## config.mk

```make
export PLATFORM = sky130hd
export DESIGN_NAME = dprc_scale
export DESIGN_NICKNAME = d
export VERILOG_FILES = /design/src/hw/rtl/dprc_pkg.sv /design/src/hw/rtl/dprc_scale.sv
export SDC_FILE = /design/constraint.sdc
export NUM_CORES = 2
export LEC_CHECK = 0
export ABC_AREA = 1
export BUFFER_PORTS_ARGS = -buffer_cell sky130_fd_sc_hd__buf_2
export CORE_MARGIN = 2
export CORE_UTILIZATION = 55
export DETAILED_ROUTE_END_ITERATION = 6
export HOLD_SLACK_MARGIN = 0.03
export PLACE_DENSITY = 0.84
export SYNTH_ARGS = -nofsm -noshare
export SYNTH_HDL_FRONTEND = slang
export SYNTH_SLANG_ARGS = --single-unit
```

## constraint.sdc

```tcl
create_clock -name clock -period 6.2 [get_ports clock]
set_input_delay 0.31 -clock clock [delete_from_list [all_inputs] [get_ports clock]]
set_output_delay 0.31 -clock clock [all_outputs]
set_load 0.01 [all_outputs]
```

## src/hw/rtl/dprc_pkg.sv

```systemverilog
// Package for the dual-polarisation reflectivity correction block.
// Holds the register indexes, outcome codes, shared word types and saturation.
// No dependencies.
package dprc_pkg;

   localparam int CodeWidth     = 16;
   localparam int DataWidth     = 32;
   localparam int CsrIndexWidth = 3;
   localparam int SquareSteps   = 24;
   localparam int QuotBits      = 17;
   localparam int LogLatency    = SquareSteps + 3;

   localparam logic [CsrIndexWidth-1:0] CSR_TARGET_GAIN   = 3'd0;
   localparam logic [CsrIndexWidth-1:0] CSR_TARGET_OFFSET = 3'd1;
   localparam logic [CsrIndexWidth-1:0] CSR_ZDR_GAIN      = 3'd2;
   localparam logic [CsrIndexWidth-1:0] CSR_ZDR_OFFSET    = 3'd3;
   localparam logic [CsrIndexWidth-1:0] CSR_RHOHV_GAIN    = 3'd4;
   localparam logic [CsrIndexWidth-1:0] CSR_RHOHV_OFFSET  = 3'd5;
   localparam logic [CsrIndexWidth-1:0] CSR_SIGNED_RAW    = 3'd6;

   localparam logic signed [DataWidth-1:0] GainOne = 32'sh0100_0000;
   localparam logic signed [33:0] Log10Scaled = 34'sd3232284966;

   typedef enum logic [2:0] {
      OUT_INVALID  = 3'd0,
      OUT_KEPT     = 3'd1,
      OUT_INTEGRAL = 3'd2,
      OUT_SCALED   = 3'd3,
      OUT_CLIPPED  = 3'd4
   } outcome_type;

   typedef struct packed {
      logic signed [DataWidth-1:0] target_gain;
      logic signed [DataWidth-1:0] target_offset;
      logic signed [DataWidth-1:0] zdr_gain;
      logic signed [DataWidth-1:0] zdr_offset;
      logic signed [DataWidth-1:0] rhohv_gain;
      logic signed [DataWidth-1:0] rhohv_offset;
      logic                        signed_raw;
   } cfg_type;

   typedef struct packed {
      logic                 valid;
      logic                 done;
      outcome_type          outcome;
      logic [CodeWidth-1:0] code;
   } gate_type;

   function automatic logic signed [DataWidth-1:0] sat32(input logic signed [63:0] x);
      if (x > 64'sd2147483647) begin
         return 32'sh7fff_ffff;
      end else if (x < -64'sd2147483648) begin
         return 32'sh8000_0000;
      end
      return x[31:0];
   endfunction

endpackage

```

## src/hw/rtl/dprc_scale.sv

```systemverilog
// Two-stage scaling of one raw code to a Q16.16 physical value.
// Depends on dprc_pkg for the saturation function.
module dprc_scale (
   input  logic               clock,
   input  logic [15:0]        code,
   input  logic               signed_raw,
   input  logic signed [31:0] gain,
   input  logic signed [31:0] offset,
   output logic signed [31:0] phys
);
   import dprc_pkg::*;

   logic signed [16:0] raw;
   logic signed [48:0] prod_in, prod_ff;
   logic signed [49:0] acc;
   logic signed [41:0] shifted;
   logic signed [31:0] phys_in, phys_ff;

   assign raw     = $signed({signed_raw & code[15], code});
   assign prod_in = 49'(raw) * 49'(gain);
   assign acc     = 50'(prod_ff) + (50'(offset) <<< 8) + 50'sd128;
   assign shifted = 42'(acc >>> 8);
   assign phys_in = sat32(64'(shifted));
   assign phys    = phys_ff;

   always_ff @(posedge clock) begin
      prod_ff <= prod_in;
      phys_ff <= phys_in;
   end

endmodule

```

## After elaboration in Yosys (flattened, before gate mapping)

Cells that the tools add are included.
W data, S select, Z words.

- Register bits: 81
- Input port bits: 82
- Output and inout port bits: 32
- Logic and storage cells: 13

- Add/sub/neg operators: 2
- Multipliers: 1
- Magnitude comparators: 2
- Multiplexer cells: 5
- Bitwise operators: 1

Operators by type and width:

| cell | count |
|---|---|
| $mux W32 | 3 |
| $add A49 B40 Y50 | 1 |
| $add A50 B9 Y50 const B | 1 |
| $mul A17 B32 Y49 | 1 |
| $gt A42 B32 Y1 const B | 1 |
| $lt A42 B32 Y1 const B | 1 |
| $mux W1 | 2 |
| $and A1 B1 Y1 | 1 |

## Longest topological paths before layout

- Word-level depth: 6
- Mapped depth: 28
- Depth with buffers taken out: 27

## Worst setup path after synthesis

No wires, ideal clock.

- Path kind: input to register
- From: in gain[31]
- To: reg prod_ff[40]
- Setup time: 0.138 ns
- Arrival time: 5.627 ns
- Required time: 6.062 ns
- Slack: 0.435 ns
- Stages on the path: 22
- Path buffers: 2
- Path through: clkbuf_1 > clkbuf_1 > nand2_1 > inv_1 > fa_1 > fa_1 > inv_1 > fa_1 > fa_1 > inv_1 > fa_1 > fa_1 > ha_1 > nand2_1 > nor2_1 > inv_1 > nor2_1 > inv_1 > nor4_1 > nand2_1 > o311ai_0 > xor2_1

- Longest elaborated chain between the ends: 1

Ends and longest elaborated chain:

| item | RTL line | text |
|---|---|---|
| start: declaration | dprc_scale.sv:7 | `input logic signed [31:0] gain,` |
| $mul A17 B32 Y49 | dprc_scale.sv:20 | `assign prod_in = 49'(raw) * 49'(gain);` |
| via prod_in[40] | dprc_scale.sv:14 | `logic signed [48:0] prod_in, prod_ff;` |
| end signal: assignment | dprc_scale.sv:27 | `prod_ff <= prod_in;` |
| end: declaration | dprc_scale.sv:14 |  |

The timed path passes the listed nets, and every way through them passes these cells.

## Worst setup path after layout

- From: in code[5]
- To: reg prod_ff[40]

- Longest elaborated chain between the ends: 1

Ends and longest elaborated chain:

| item | RTL line | text |
|---|---|---|
| start: declaration | dprc_scale.sv:5 | `input logic [15:0] code,` |
| $mul A17 B32 Y49 | dprc_scale.sv:20 |  |
| via prod_in[40] | dprc_scale.sv:14 |  |

The timed path passes the listed nets, and every way through them passes these cells.

==> flow_summary.ini <==
[route]
vias_per_cell = 5.14
ant_nets = 0
wire_per_inst_microns = 15.7
drc = 0
route.vias.total = 20600
totalWireLength_microns = 63100
first_pass_iters = 5
drt_iter0_drc = 1460

[floorplanning]
rows = 77
start_util = 0.558
dieArea_sq_mm = 0.0465
die_y_microns = 216
ios = 114
core_sq_mm = 0.0442
die_w_microns = 216

[grt]
antenna_found_initial = 0
grt_pass1_wl_microns = 106000
grt_pass1_vias = 21700
grt_max_degree = 32
overflow = 0
gr-usage-all-layers = 0.285

[setup_path]
cp-endpoint = prod_ff[40]$_DFF_P_
reg2regPathDepth = 16
worstPathRequired_ns = 6.41
r2r_setup_slack_ns = 3.32
startpoint_type = input pin
end_kind = register
r2r_start = prod_ff[7]$_DFF_P_
crit_type = in -> reg
critPathMaxFanout = 21
reg2reg_to = phys[26]$_DFF_P_
cp.arrival_ns = 6.03
crit_start = code[5]

[yosys]
yosysSeqAreaShare = 0.0601
yosys_warnings = 0
synthesis.instances = 3339
yosysUniqueCellTypes = 45
synth_enable_flop_cells = 0
syn_avg_cell_area_sq_um = 7.38
syn_nets = 4094
synth_area_sq_mm = 0.0247
synth_top_cell_by_area = fa_1
synth_flop_cell = dfxtp_1
async_reset_ff_frac = 0
synth_area_leaders = fa_1, inv_1, nand2_1, ha_1, dfxtp_1
ys_ff_latch = 74
synth_top_area_frac = 0.423

[clock_tree]
cts_buffers = 9
tritoncts = yes
cts_root_buf = clkbuf_16
clk_latency_ns = 0.35
clk_path_buf_depth = 2
clock_sinks = 74
h-tree-depth = 3
clk_pin_slew_ns = 0.06

[placed_design]
gp_congestion = 0.992
port_buffers = 113
dp_hpwl_microns = 54700
dpl_cell_area_sq_mm = 0.0260

[sta]
worst_slew_pin_slew_ns = 0.828
max_freq_ghz = 0.172
finalMaxSlewViolations = 0
hold_viol_final = 0
rsz0062_at_grt = false
finalCritPeriodShare = 0.939
max_slew_margin = 0.446
skew_ns = 0.00956
finalSetupViolations = 0
period_needed_ns = 5.82

[job]
drv_cap = 0

[finish]
drive_gt1_frac = 0.0723
design_area_sq_mm = 0.0263
area_delta_synth_final_pct = 6.87
nNetsFinal = 4167

[run_status]
status = finished clean

[hold_path]
hold_class = in -> reg
Yosys cell counts, types with 2 or more instances:
master	instances
a211oi_1	2
fa_1	521
nor2_2	12
inv_1	977
ha_1	152
a21boi_0	3
xnor2_1	23
nand3_1	37
inv_2	2
o21a_1	8
o21ai_0	41
nand3_2	8
o21ai_1	2
nand2_1	952
a21oi_2	2
or2_2	5
clkbuf_1	115
and3_1	3
buf_6	3
nor2_1	149
nand4_1	13
buf_8	3
a21o_1	9
a31oi_1	11
and2_1	2
a21oi_1	99
nand2_2	12
o21bai_1	9
o21ai_2	2
nor3_1	18
dfxtp_1	74
xor2_1	56
nand3b_1	2
timing repair:
item | 4_1_cts | 5_1_grt
hold buffers | 0 | 0
setup buffers | 0 | 0
setup endpoints to repair | 0 | 2
resized for setup | 0 | 1
state kept, by name (all words and copies together), names as in the netlist:
signal and count:
prod_ff 42, phys 32
cell type report:
class	instances	area, sq um
multi-input combinational	2165	19000
fill	3816	17900
inverter	979	3670
sequential	74	1480
timing repair buffer	183	1160
tap	592	741
clock buffer	10	239
clock inverter	6	66.3
antenna	1	2.50
layer usage:
| layer | GRT usage | share of wire |
|---|---|---|
| met4 | 0.0993 | 0.039 |
| met1 | 0.376 | 0.40 |
| met3 | 0.0366 | 0.081 |
| met2 | 0.485 | 0.48 |
| met5 | 0 | 0 |
metrics by stage:
| step | worst slack [ns] | cells | hold WS [ns] | util | setup TNS [ns] |
|---|---|---|---|---|---|
| after floorplan | 0.435 | 3339 | 0.566 | - | 0 |
| after global placement | 0.106 | 3993 | 0.630 | 0.589 | 0 |
| after detailed placement | -0.00819 | 3993 | 0.630 | 0.589 | -0.00819 |
| after CTS | 0.366 | 4009 | 0.377 | 0.596 | 0 |
| after global routing | 0.00662 | 4009 | 0.419 | 0.596 | 0 |
| final | 0.379 | 4010 | 0.375 | 0.596 | 0 |
logic make-up (layout without fill, tap and decap cells):
logic type | after synthesis | count (layout) | synth area share
AO/OA/AOI/OAI | 194 | 194 | 0.0446
XOR/XNOR | 80 | 80 | 0.0287
adder cells (fa/ha/maj) | 673 | 673 | 0.500
buffers and inverters | 1100 | 1178 | 0.170
flip-flops | 74 | 74 | 0.0601
other | 0 | 1 | 0
AND/OR/NAND/NOR | 1218 | 1218 | 0.197
worst min-delay path by stage:
stage,depth (start not counted),end,from,slack [ns]
after floorplan,3,phys[0]$_DFF_P_,offset[0],0.57
after global placement,3,phys[0]$_DFF_P_,prod_ff[8]$_DFF_P_,0.63
after detailed placement,3,phys[0]$_DFF_P_,prod_ff[8]$_DFF_P_,0.63
after CTS,4,phys[0]$_DFF_P_,offset[0],0.38
after global routing,4,phys[0]$_DFF_P_,offset[0],0.42
final,4,phys[0]$_DFF_P_,offset[0],0.37
placed cells by master, fill, tap and decap left out, drive strengths merged, types with 2 or more instances in the layout:
| cell type | instances |
|---|---|
| a21o | 9 |
| and3 | 3 |
| a21oi | 101 |
| fa | 521 |
| a211oi | 2 |
| a21boi | 4 |
| buf | 182 |
| nand3 | 45 |
| nor2 | 162 |
| nand3b | 2 |
| nor3 | 19 |
| o21bai | 9 |
| ha | 152 |
| clkinvlp | 3 |
| clkinv | 2 |
| o21ai | 45 |
| nand4 | 13 |
| clkbuf | 11 |
| or2 | 5 |
| nand2 | 965 |
| and2 | 3 |
| inv | 979 |
| xor2 | 57 |
| o21a | 8 |
| dfxtp | 74 |
| xnor2 | 23 |
| a31oi | 11 |
worst max-delay path: stages:
cell      delay (ns)
buf_2           0.45
buf_4           0.26
nand2_1         0.06
inv_1           0.07
fa_1            0.40
inv_1           0.09
fa_1            0.41
fa_1            0.48
fa_1            0.48
inv_1           0.05
fa_1            0.54
inv_1           0.06
fa_1            0.53
inv_1           0.05
ha_1            0.37
nand2_1         0.10
buf_4           0.15
nor2_1          0.23
o21ai_0         0.17
nand2_1         0.13
a21oi_1         0.07
o311ai_0        0.43
xor2_1          0.11
Power is not shown: default switching activity piles up to over one toggle a cycle in this logic, so the estimate is an artifact.
