`src/hw/rtl/dprc_pkg.sv`:
```
// Package for the dual-polarisation reflectivity correction block.
// Holds the register indexes, outcome codes, shared word types and saturation.
// No dependencies.
package dprc_pkg;

   localparam int CodeWidth     = 16;
   localparam int DataWidth     = 32;
   localparam int CsrIndexWidth = 3;
   localparam int SquareSteps   = 24;
   localparam int QuotBits      = 17;
   localparam int LogLatency    = SquareSteps + 3;

   localparam logic [CsrIndexWidth-1:0] CSR_TARGET_GAIN   = 3'd0;
   localparam logic [CsrIndexWidth-1:0] CSR_TARGET_OFFSET = 3'd1;
   localparam logic [CsrIndexWidth-1:0] CSR_ZDR_GAIN      = 3'd2;
   localparam logic [CsrIndexWidth-1:0] CSR_ZDR_OFFSET    = 3'd3;
   localparam logic [CsrIndexWidth-1:0] CSR_RHOHV_GAIN    = 3'd4;
   localparam logic [CsrIndexWidth-1:0] CSR_RHOHV_OFFSET  = 3'd5;
   localparam logic [CsrIndexWidth-1:0] CSR_SIGNED_RAW    = 3'd6;

   localparam logic signed [DataWidth-1:0] GainOne = 32'sh0100_0000;
   localparam logic signed [33:0] Log10Scaled = 34'sd3232284966;

   typedef enum logic [2:0] {
      OUT_INVALID  = 3'd0,
      OUT_KEPT     = 3'd1,
      OUT_INTEGRAL = 3'd2,
      OUT_SCALED   = 3'd3,
      OUT_CLIPPED  = 3'd4
   } outcome_type;

   typedef struct packed {
      logic signed [DataWidth-1:0] target_gain;
      logic signed [DataWidth-1:0] target_offset;
      logic signed [DataWidth-1:0] zdr_gain;
      logic signed [DataWidth-1:0] zdr_offset;
      logic signed [DataWidth-1:0] rhohv_gain;
      logic signed [DataWidth-1:0] rhohv_offset;
      logic                        signed_raw;
   } cfg_type;

   typedef struct packed {
      logic                 valid;
      logic                 done;
      outcome_type          outcome;
      logic [CodeWidth-1:0] code;
   } gate_type;

   function automatic logic signed [DataWidth-1:0] sat32(input logic signed [63:0] x);
      if (x > 64'sd2147483647) begin
         return 32'sh7fff_ffff;
      end else if (x < -64'sd2147483648) begin
         return 32'sh8000_0000;
      end
      return x[31:0];
   endfunction

endpackage

```
`src/hw/rtl/dprc_div.sv`:
```
// Return to a raw code: integral test, zero-gain keep, pipelined restoring division with
// round half to even, and clipping. Depends on dprc_pkg.
module dprc_div (
   input  logic               clock,
   input  logic               reset,
   input  dprc_pkg::cfg_type  cfg,
   input  dprc_pkg::gate_type gate_in,
   input  logic signed [31:0] pc,
   output dprc_pkg::gate_type gate_out
);
   import dprc_pkg::*;

   logic signed [15:0] ipart;
   logic               in_range;
   logic signed [32:0] diff;
   logic signed [40:0] num;
   logic signed [41:0] n;
   logic [41:0]        na;
   logic               den_neg, neg_in;
   logic [31:0]        den_in;
   logic               big;
   logic [15:0]        rmin_code, rmax_code;
   gate_type           prep_in;

   logic [31:0]        rem_ff  [0:QuotBits];
   logic [16:0]        lo_ff   [0:QuotBits];
   logic [16:0]        quo_ff  [0:QuotBits];
   logic [31:0]        den_ff  [0:QuotBits];
   logic               neg_ff  [0:QuotBits];
   gate_type           gate_ff [0:QuotBits];

   logic [16:0]        qa;
   logic [31:0]        ra;
   logic signed [18:0] q_in, q_ff;
   logic [31:0]        r_in, r_ff, dfin_ff;
   gate_type           fin_ff;
   logic               up;
   logic signed [18:0] qr, rmin_s, rmax_s;
   gate_type           out_in, out_ff;

   assign rmin_code = cfg.signed_raw ? 16'h8000 : 16'h0000;
   assign rmax_code = cfg.signed_raw ? 16'h7fff : 16'hffff;
   assign rmin_s    = cfg.signed_raw ? -19'sd32768 : 19'sd0;
   assign rmax_s    = cfg.signed_raw ? 19'sd32767 : 19'sd65535;

   always_comb begin
      ipart    = pc[31:16];
      in_range = cfg.signed_raw || !ipart[15];
      diff     = 33'(pc) - 33'(cfg.target_offset);
      num      = 41'(diff) <<< 8;
      den_neg  = cfg.target_gain[31];
      den_in   = den_neg ? 32'(-cfg.target_gain) : 32'(cfg.target_gain);
      n        = den_neg ? -42'(num) : 42'(num);
      neg_in   = n[41];
      na       = neg_in ? 42'(-n) : 42'(n);
      big      = {7'b0, na[41:17]} >= den_in;
      prep_in  = gate_in;
      if (!gate_in.done) begin
         if (pc[15:0] == 16'd0 && in_range) begin
            prep_in.done    = 1'b1;
            prep_in.outcome = OUT_INTEGRAL;
            prep_in.code    = ipart;
         end else if (cfg.target_gain == 32'sd0) begin
            prep_in.done    = 1'b1;
            prep_in.outcome = OUT_KEPT;
         end else if (big) begin
            prep_in.done    = 1'b1;
            prep_in.outcome = OUT_CLIPPED;
            prep_in.code    = neg_in ? rmin_code : rmax_code;
         end
      end
   end

   always_ff @(posedge clock) begin
      if (reset) begin
         gate_ff[0] <= '0;
      end else begin
         gate_ff[0] <= prep_in;
      end
      rem_ff[0] <= {7'b0, na[41:17]};
      lo_ff[0]  <= na[16:0];
      quo_ff[0] <= '0;
      den_ff[0] <= den_in;
      neg_ff[0] <= neg_in;
   end

   for (genvar k = 0; k < QuotBits; k++) begin : g_div
      logic [32:0] trial;
      logic        ge;
      logic [31:0] rem_in;

      assign trial  = {rem_ff[k], lo_ff[k][16]};
      assign ge     = trial >= {1'b0, den_ff[k]};
      assign rem_in = ge ? 32'(trial - {1'b0, den_ff[k]}) : trial[31:0];

      always_ff @(posedge clock) begin
         if (reset) begin
            gate_ff[k+1] <= '0;
         end else begin
            gate_ff[k+1] <= gate_ff[k];
         end
         rem_ff[k+1] <= rem_in;
         lo_ff[k+1]  <= {lo_ff[k][15:0], 1'b0};
         quo_ff[k+1] <= {quo_ff[k][15:0], ge};
         den_ff[k+1] <= den_ff[k];
         neg_ff[k+1] <= neg_ff[k];
      end
   end

   always_comb begin
      qa = quo_ff[QuotBits];
      ra = rem_ff[QuotBits];
      if (!neg_ff[QuotBits]) begin
         q_in = $signed({2'b00, qa});
         r_in = ra;
      end else if (ra == 32'd0) begin
         q_in = -$signed({2'b00, qa});
         r_in = '0;
      end else begin
         q_in = -$signed({2'b00, qa}) - 19'sd1;
         r_in = den_ff[QuotBits] - ra;
      end
   end

   always_ff @(posedge clock) begin
      if (reset) begin
         fin_ff <= '0;
      end else begin
         fin_ff <= gate_ff[QuotBits];
      end
      q_ff    <= q_in;
      r_ff    <= r_in;
      dfin_ff <= den_ff[QuotBits];
   end

   always_comb begin
      up     = ({r_ff, 1'b0} > {1'b0, dfin_ff}) ||
               ({r_ff, 1'b0} == {1'b0, dfin_ff} && q_ff[0]);
      qr     = q_ff + $signed({18'd0, up});
      out_in = fin_ff;
      if (!fin_ff.done) begin
         out_in.done = 1'b1;
         if (qr < rmin_s) begin
            out_in.outcome = OUT_CLIPPED;
            out_in.code    = rmin_code;
         end else if (qr > rmax_s) begin
            out_in.outcome = OUT_CLIPPED;
            out_in.code    = rmax_code;
         end else begin
            out_in.outcome = OUT_SCALED;
            out_in.code    = qr[15:0];
         end
      end
   end

   always_ff @(posedge clock) begin
      if (reset) begin
         out_ff <= '0;
      end else begin
         out_ff <= out_in;
      end
   end

   assign gate_out = out_ff;

   // The partial remainder of a restoring division never reaches the divisor.
   a_rem_below_den: assert property (@(posedge clock) disable iff (reset)
      gate_ff[QuotBits].valid && !gate_ff[QuotBits].done |->
      rem_ff[QuotBits] < den_ff[QuotBits])
      else $error("division remainder not below divisor");

endmodule

```
`config.mk`:
```
export PLATFORM = sky130hd
export DESIGN_NAME = dprc_div
export DESIGN_NICKNAME = d
export VERILOG_FILES = /design/src/hw/rtl/dprc_pkg.sv /design/src/hw/rtl/dprc_div.sv
export SDC_FILE = /design/constraint.sdc
export NUM_CORES = 2
export LEC_CHECK = 0
export BUFFER_PORTS_ARGS = -buffer_cell sky130_fd_sc_hd__buf_4
export CAP_MARGIN = 20
export CORE_MARGIN = 3
export CORE_UTILIZATION = 45
export CTS_BUF_LIST = sky130_fd_sc_hd__clkbuf_4
export DETAILED_ROUTE_END_ITERATION = 6
export PLACE_DENSITY_LB_ADDON = 0.05
export SLEW_MARGIN = 20
export SYNTH_ARGS = -nofsm -noshare
export SYNTH_HDL_FRONTEND = slang
export SYNTH_SLANG_ARGS = --single-unit
```
`constraint.sdc`:
```
create_clock -name clock -period 7.41 [get_ports clock]
set_input_delay 0.741 -clock clock [delete_from_list [all_inputs] [get_ports clock]]
set_output_delay 0.741 -clock clock [all_outputs]
set_load 0.05 [all_outputs]
```
== Word-level counts from Yosys, hierarchy flattened ==
Memory sizes are Yosys's and may differ from the RTL's. A register that Yosys moved wholly into a read port is not among the register bits.
Cells that the tools add are included.
Widths: inputs -> output; s select.
Storage, ports and cells
  input bits: 248
  register bits after elaboration: 104
  memories: 6
  memory bits (writable): 2160
Cells by class
  add/sub/neg operators: 25
  multiplexer cells: 58
  $lt $le $gt $ge: 21
  equality and inequality tests: 1
  bitwise gates (word level): 18
  reductions and logical operators: 8
Memory list
  den_ff: words 18, bits a word 32, read ports 18, clocked after Yosys merged registers in 0, wr ports 18, RTL line dprc_div.sv:28  | logic [31:0] den_ff [0:QuotBits];
  rem_ff: words 18, bits a word 32, read ports 18, clocked after Yosys merged registers in 0, wr ports 18, RTL line dprc_div.sv:25  | logic [31:0] rem_ff [0:QuotBits];
  gate_ff: words 18, bits a word 21, read ports 18, clocked after Yosys merged registers in 1, wr ports 18, RTL line dprc_div.sv:30  | gate_type gate_ff [0:QuotBits];
  lo_ff: words 18, bits a word 17, read ports 17, clocked after Yosys merged registers in 0, wr ports 18, RTL line dprc_div.sv:26  | logic [16:0] lo_ff [0:QuotBits];
  quo_ff: words 18, bits a word 17, read ports 18, clocked after Yosys merged registers in 0, wr ports 18, RTL line dprc_div.sv:27  | logic [16:0] quo_ff [0:QuotBits];
  neg_ff: words 18, bits a word 1, read ports 18, clocked after Yosys merged registers in 0, wr ports 18, RTL line dprc_div.sv:29  | logic neg_ff [0:QuotBits];
Operator list (number)
  $mux 32: 20
  $sub 32x32->32: 18
  $ge 33x32->1: 17
  $mux 21: 18
  $mux 19: 5
  $mux 42: 2
  $mux 16: 5
  $logic_not 32->1: 2
  $mux 20: 3
  $neg 41->42: 1
  $neg 42->42: 1
  $eq 33x32->1: 1
  $gt 33x32->1: 1
  $sub 32x32->33: 1
  $ge 25x32->1: 1
  $neg 32->32: 1
  $add 19x2->19: 1
  $gt 19x17->1: 1
  $lt 19x19->1: 1
  $neg 17->19: 1
  $sub 19x2->19 const B: 1
  $or 1x1->1: 18
  $mux 17: 1
  $logic_not 16->1: 1
  5 further kinds: 9

== Logic depth before layout (Yosys ltp) ==
  depth after elaboration: 11
  mapped depth: 33

== Least setup slack after synthesis ==
OpenSTA, ideal clock, no wires.
  path kind: input to register
  start: input pc[0]
  end: memory gate_ff[0][5] (netlist bit)
  setup time: 0.070 ns
  data required time: 7.340 ns
  data arrival time: 7.080 ns
  path buffers: 2
  path slack: 0.260 ns
  cell stages on the path: 32
  cell sequence: inv_1 > ha_1 > inv_1 > fa_1 > a21o_1 > a21oi_1 > xor2_1 > o2111ai_1 > nor4_2 > nand4_1 > or3_1 > or3_1 > o311a_1 > nor2_2 > inv_2 > buf_2 > o21ai_1 > xnor2_1 > ha_1 > a21o_1 > a21o_1 > a21o_1 > a21o_1 > a21o_1 > a31oi_1 > o2111ai_1 > nand3_1 > nor2_1 > o21bai_1 > clkbuf_1 > a22oi_1 > a21oi_1
RTL lines
  start: declaration: RTL line dprc_div.sv:8  | input logic signed [31:0] pc,
  end: declaration: RTL line dprc_div.sv:30

==> metrics.yaml <==
global_route:
  grt_usage_pct: 21.5
  grt_pass1_vias: 62800
  grt_pass1_wl_mm: 331
  grt_overflow: 0
  grt_max_degree: 195
  antenna_found_initial: 6
routing:
  drtIter0Drc: 3471
  route.detailed.drc: 0
  wire_per_inst_um: 16.8
  vias_per_cell: 5.11
  dr_total_vias: 63500
  ant_nets: 0
  drt-pass1-iter-count: 5
  drt-total-wl_mm: 209
clocking:
  clkTransAtPathRegs_ns: 0.06
  cts.sinks: 1864
  cts_root_buffer: "clkbuf_4"
  clk_latency_ns: 1.29
  cts_tree: "done"
  htree_num_levels: 5
  cts_max_path_buffers: 4
  numCtsBuffers: 481
critical_path:
  r2r_end: "gate_out[15]$_SDFF_PP0_"
  arrival_ns: 8.35
  r2r_slack_ns: 0.55
  critPathCaptureType: "flip-flop"
  cp-start-kind: "input port"
  rr_worst_depth: 31
  cpMaxStageDelayCell: "dlygate4sd3_1"
  cp.required_ns: 8.59
  path_common_cell: "buf_4"
  startpoint: "pc[0]"
  reg2reg_from: "dfin_ff[1]$_DFF_P_"
  critPathMaxStageDelay_ns: 0.57
  path_max_fanout: 8
  critical_path_class: "input port to flip-flop"
  endpoint: "gate_ff[0][4]$_SDFF_PP0_"
logic_synthesis:
  synth_warnings: 0
  seq_area_frac_synth_pct: 44.8
  synth-main-ff-cell: "dfxtp_1"
  async_flop_share_pct: 0
  synth_area_um2: 83300
  yosys_register_bits: 1864
  synth-edff-count: 0
  postSynthAreaPerCell_um2: 9.32
  synthCells: 8937
  yosysUniqueCellTypes: 98
finish:
  drive_gt1_share_pct: 13.5
  final_common_cell: "dfxtp_1"
  finalInstanceArea_um2: 95200
  final_cell_mix: "dfxtp_1 (1863), inv_1 (887), ha_1 (668), clkbuf_4 (668), a21oi_1 (576)"
  area_growth_pct: 14.3
  nets: 10600
die:
  ios: 269
  start_util_pct: 45.4
  die_y_um: 436
  die_w_um: 436
  dieArea_um2: 190000
  core-area_um2: 183000
  rows: 157
pwr:
  peakVddDrop_v: 0.000211
  leakage_nw: 43.7
  power_density_nw_per_um2: 454
placement:
  port_buffers: 140
  placed_area_um2: 88000
  pre_cts_slack_ns: -0.260
  gp_congestion: 0.895
  dp_hpwl_mm: 162
sta:
  slew_viol_final: 0
  postLayoutSetupSlackWorst_ns: 0.234
  rsz0062_at_grt: "false"
  hold_viol_final: 0
  setup_viol: 0
  fin_crit_sh_pct: 96.8
  slew-limit-headroom_pct: 20.1
  min_period_ns: 7.18
  max_slew.worst_pin.slew_ns: 1.19
  fmax_ghz: 0.139
  fin_skew_ns: 0.144
outcome:
  status: "finished clean"
hold_path:
  hp-class: "flip-flop to flip-flop"
job:
  maxCapViolCount: 0
## layout make-up
| type | instances | area [um^2] |
|---|---|---|
| clock inverters | 139 | 654 |
| flip-flops and latches | 1864 | 37300 |
| repair buffers | 430 | 3590 |
| multi-input cells | 5974 | 42100 |
| diodes | 12 | 30.0 |
| well taps | 2464 | 3080 |
| fillers | 17400 | 88300 |
| inverters | 892 | 3350 |
| clock buffers | 668 | 5010 |
## worst min-delay path by stage
stage | startpoint | end | slack (ns) | cells after the start
after floorplan | lo_ff[0][9]$_DFF_P_ | lo_ff[1][10]$_DFF_P_ | 0.31 | 0
after global placement | neg_ff[11]$_DFF_P_ | neg_ff[12]$_DFF_P_ | 0.31 | 0
after detailed placement | lo_ff[6][15]$_DFF_P_ | lo_ff[7][16]$_DFF_P_ | 0.31 | 0
after CTS | cfg[163] | den_ff[0][2]$_DFF_P_ | 0.19 | 3
after global routing | neg_ff[3]$_DFF_P_ | neg_ff[4]$_DFF_P_ | 0.21 | 0
final | neg_ff[3]$_DFF_P_ | neg_ff[4]$_DFF_P_ | 0.21 | 0
## cells by family after synthesis
logic type | Yosys count | synth area share (%)
other | 1 | 0.00450
xor gates and xnor gates | 579 | 6.11
adders and majority gates | 687 | 10.5
AOI/OAI and AO/OA | 2133 | 16.4
DFF | 1864 | 44.8
buffers and inverters | 1100 | 4.98
and+or+nand+nor | 2364 | 14.4
muxes | 209 | 2.79
## where the power goes
part,switching [mW],internal [mW]
clock,3.94,4.23
sequential,1.71,12.8
combinational,11.5,9.04
total,17.1,26.1
## critical path, delay by kind of cell
kind,cells,cell delay (ns)
AO/OA/AOI/OAI,11,2.26
buffers and inverters,9,2.00
AND/OR/NAND/NOR,7,1.76
adder cells (fa/ha/maj),3,0.86
XOR/XNOR,2,0.41
multiplexers,1,0.28
## synthesized netlist by cell type, drive strengths merged, types with 73 or more instances
library cell,count,area [um^2]
xor2,230,2010
and3,89,562
nor2,479,1800
o31ai,80,606
nor2b,478,2990
nor3,139,707
o21ai,521,2610
nand2b,101,632
o21a,84,631
nand3,140,706
clkbuf,189,709
dfxtp,1864,37300
xnor2,348,3060
mux2,186,2090
a21oi,582,2910
nand2,564,2120
inv,889,3340
ha,668,8360
a31oi,73,457
nand4,98,613
a21o,297,2230
## metal layers
layer / global-route usage (%) / routed length [um] / part of all wire, % / up-vias
met2: 37.7 / 102000 / 49 / 1182
met1: 27.0 / 93900 / 45 / 29500
met3: 3.45 / 7690 / 3.7 / 370
met4: 6.42 / 4770 / 2.3 / 2
li1: - / - / - / 32400
met5: 0 / 13 / 0.0062 / -
## repair_timing
item	4_1_cts	5_1_grt
setup endpoints to repair	0	36
buffers inserted	0	4
gates resized for setup	0	37
hold buffers	123	0
endpoints found under the hold margin	167	0
## flip-flops by register name, summed over array words and instances (netlist names), 21 cells and up
signal    cells
lo_ff        45
gate_out     21
gate_ff     378
rem_ff      569
quo_ff      153
dfin_ff      32
r_ff         32
den_ff      576
fin_ff       21
## per-stage QoR
step	std cells	TNS [ns]	util (%)	power (mW)	hold slack [ns]
2_1_floorplan	8938	0	-	29.5	0.310
3_3_place_gp	11500	-3.59	48.0	34.9	0.310
5_1_grt	12400	0	51.9	46.9	0.209
3_5_place_dp	11500	-3.62	48.0	35.0	0.312
6_report	12400	0	51.9	43.2	0.210
4_1_cts	12400	0	51.7	43.6	0.190
Note: power is estimated with default switching activity, not from simulation.
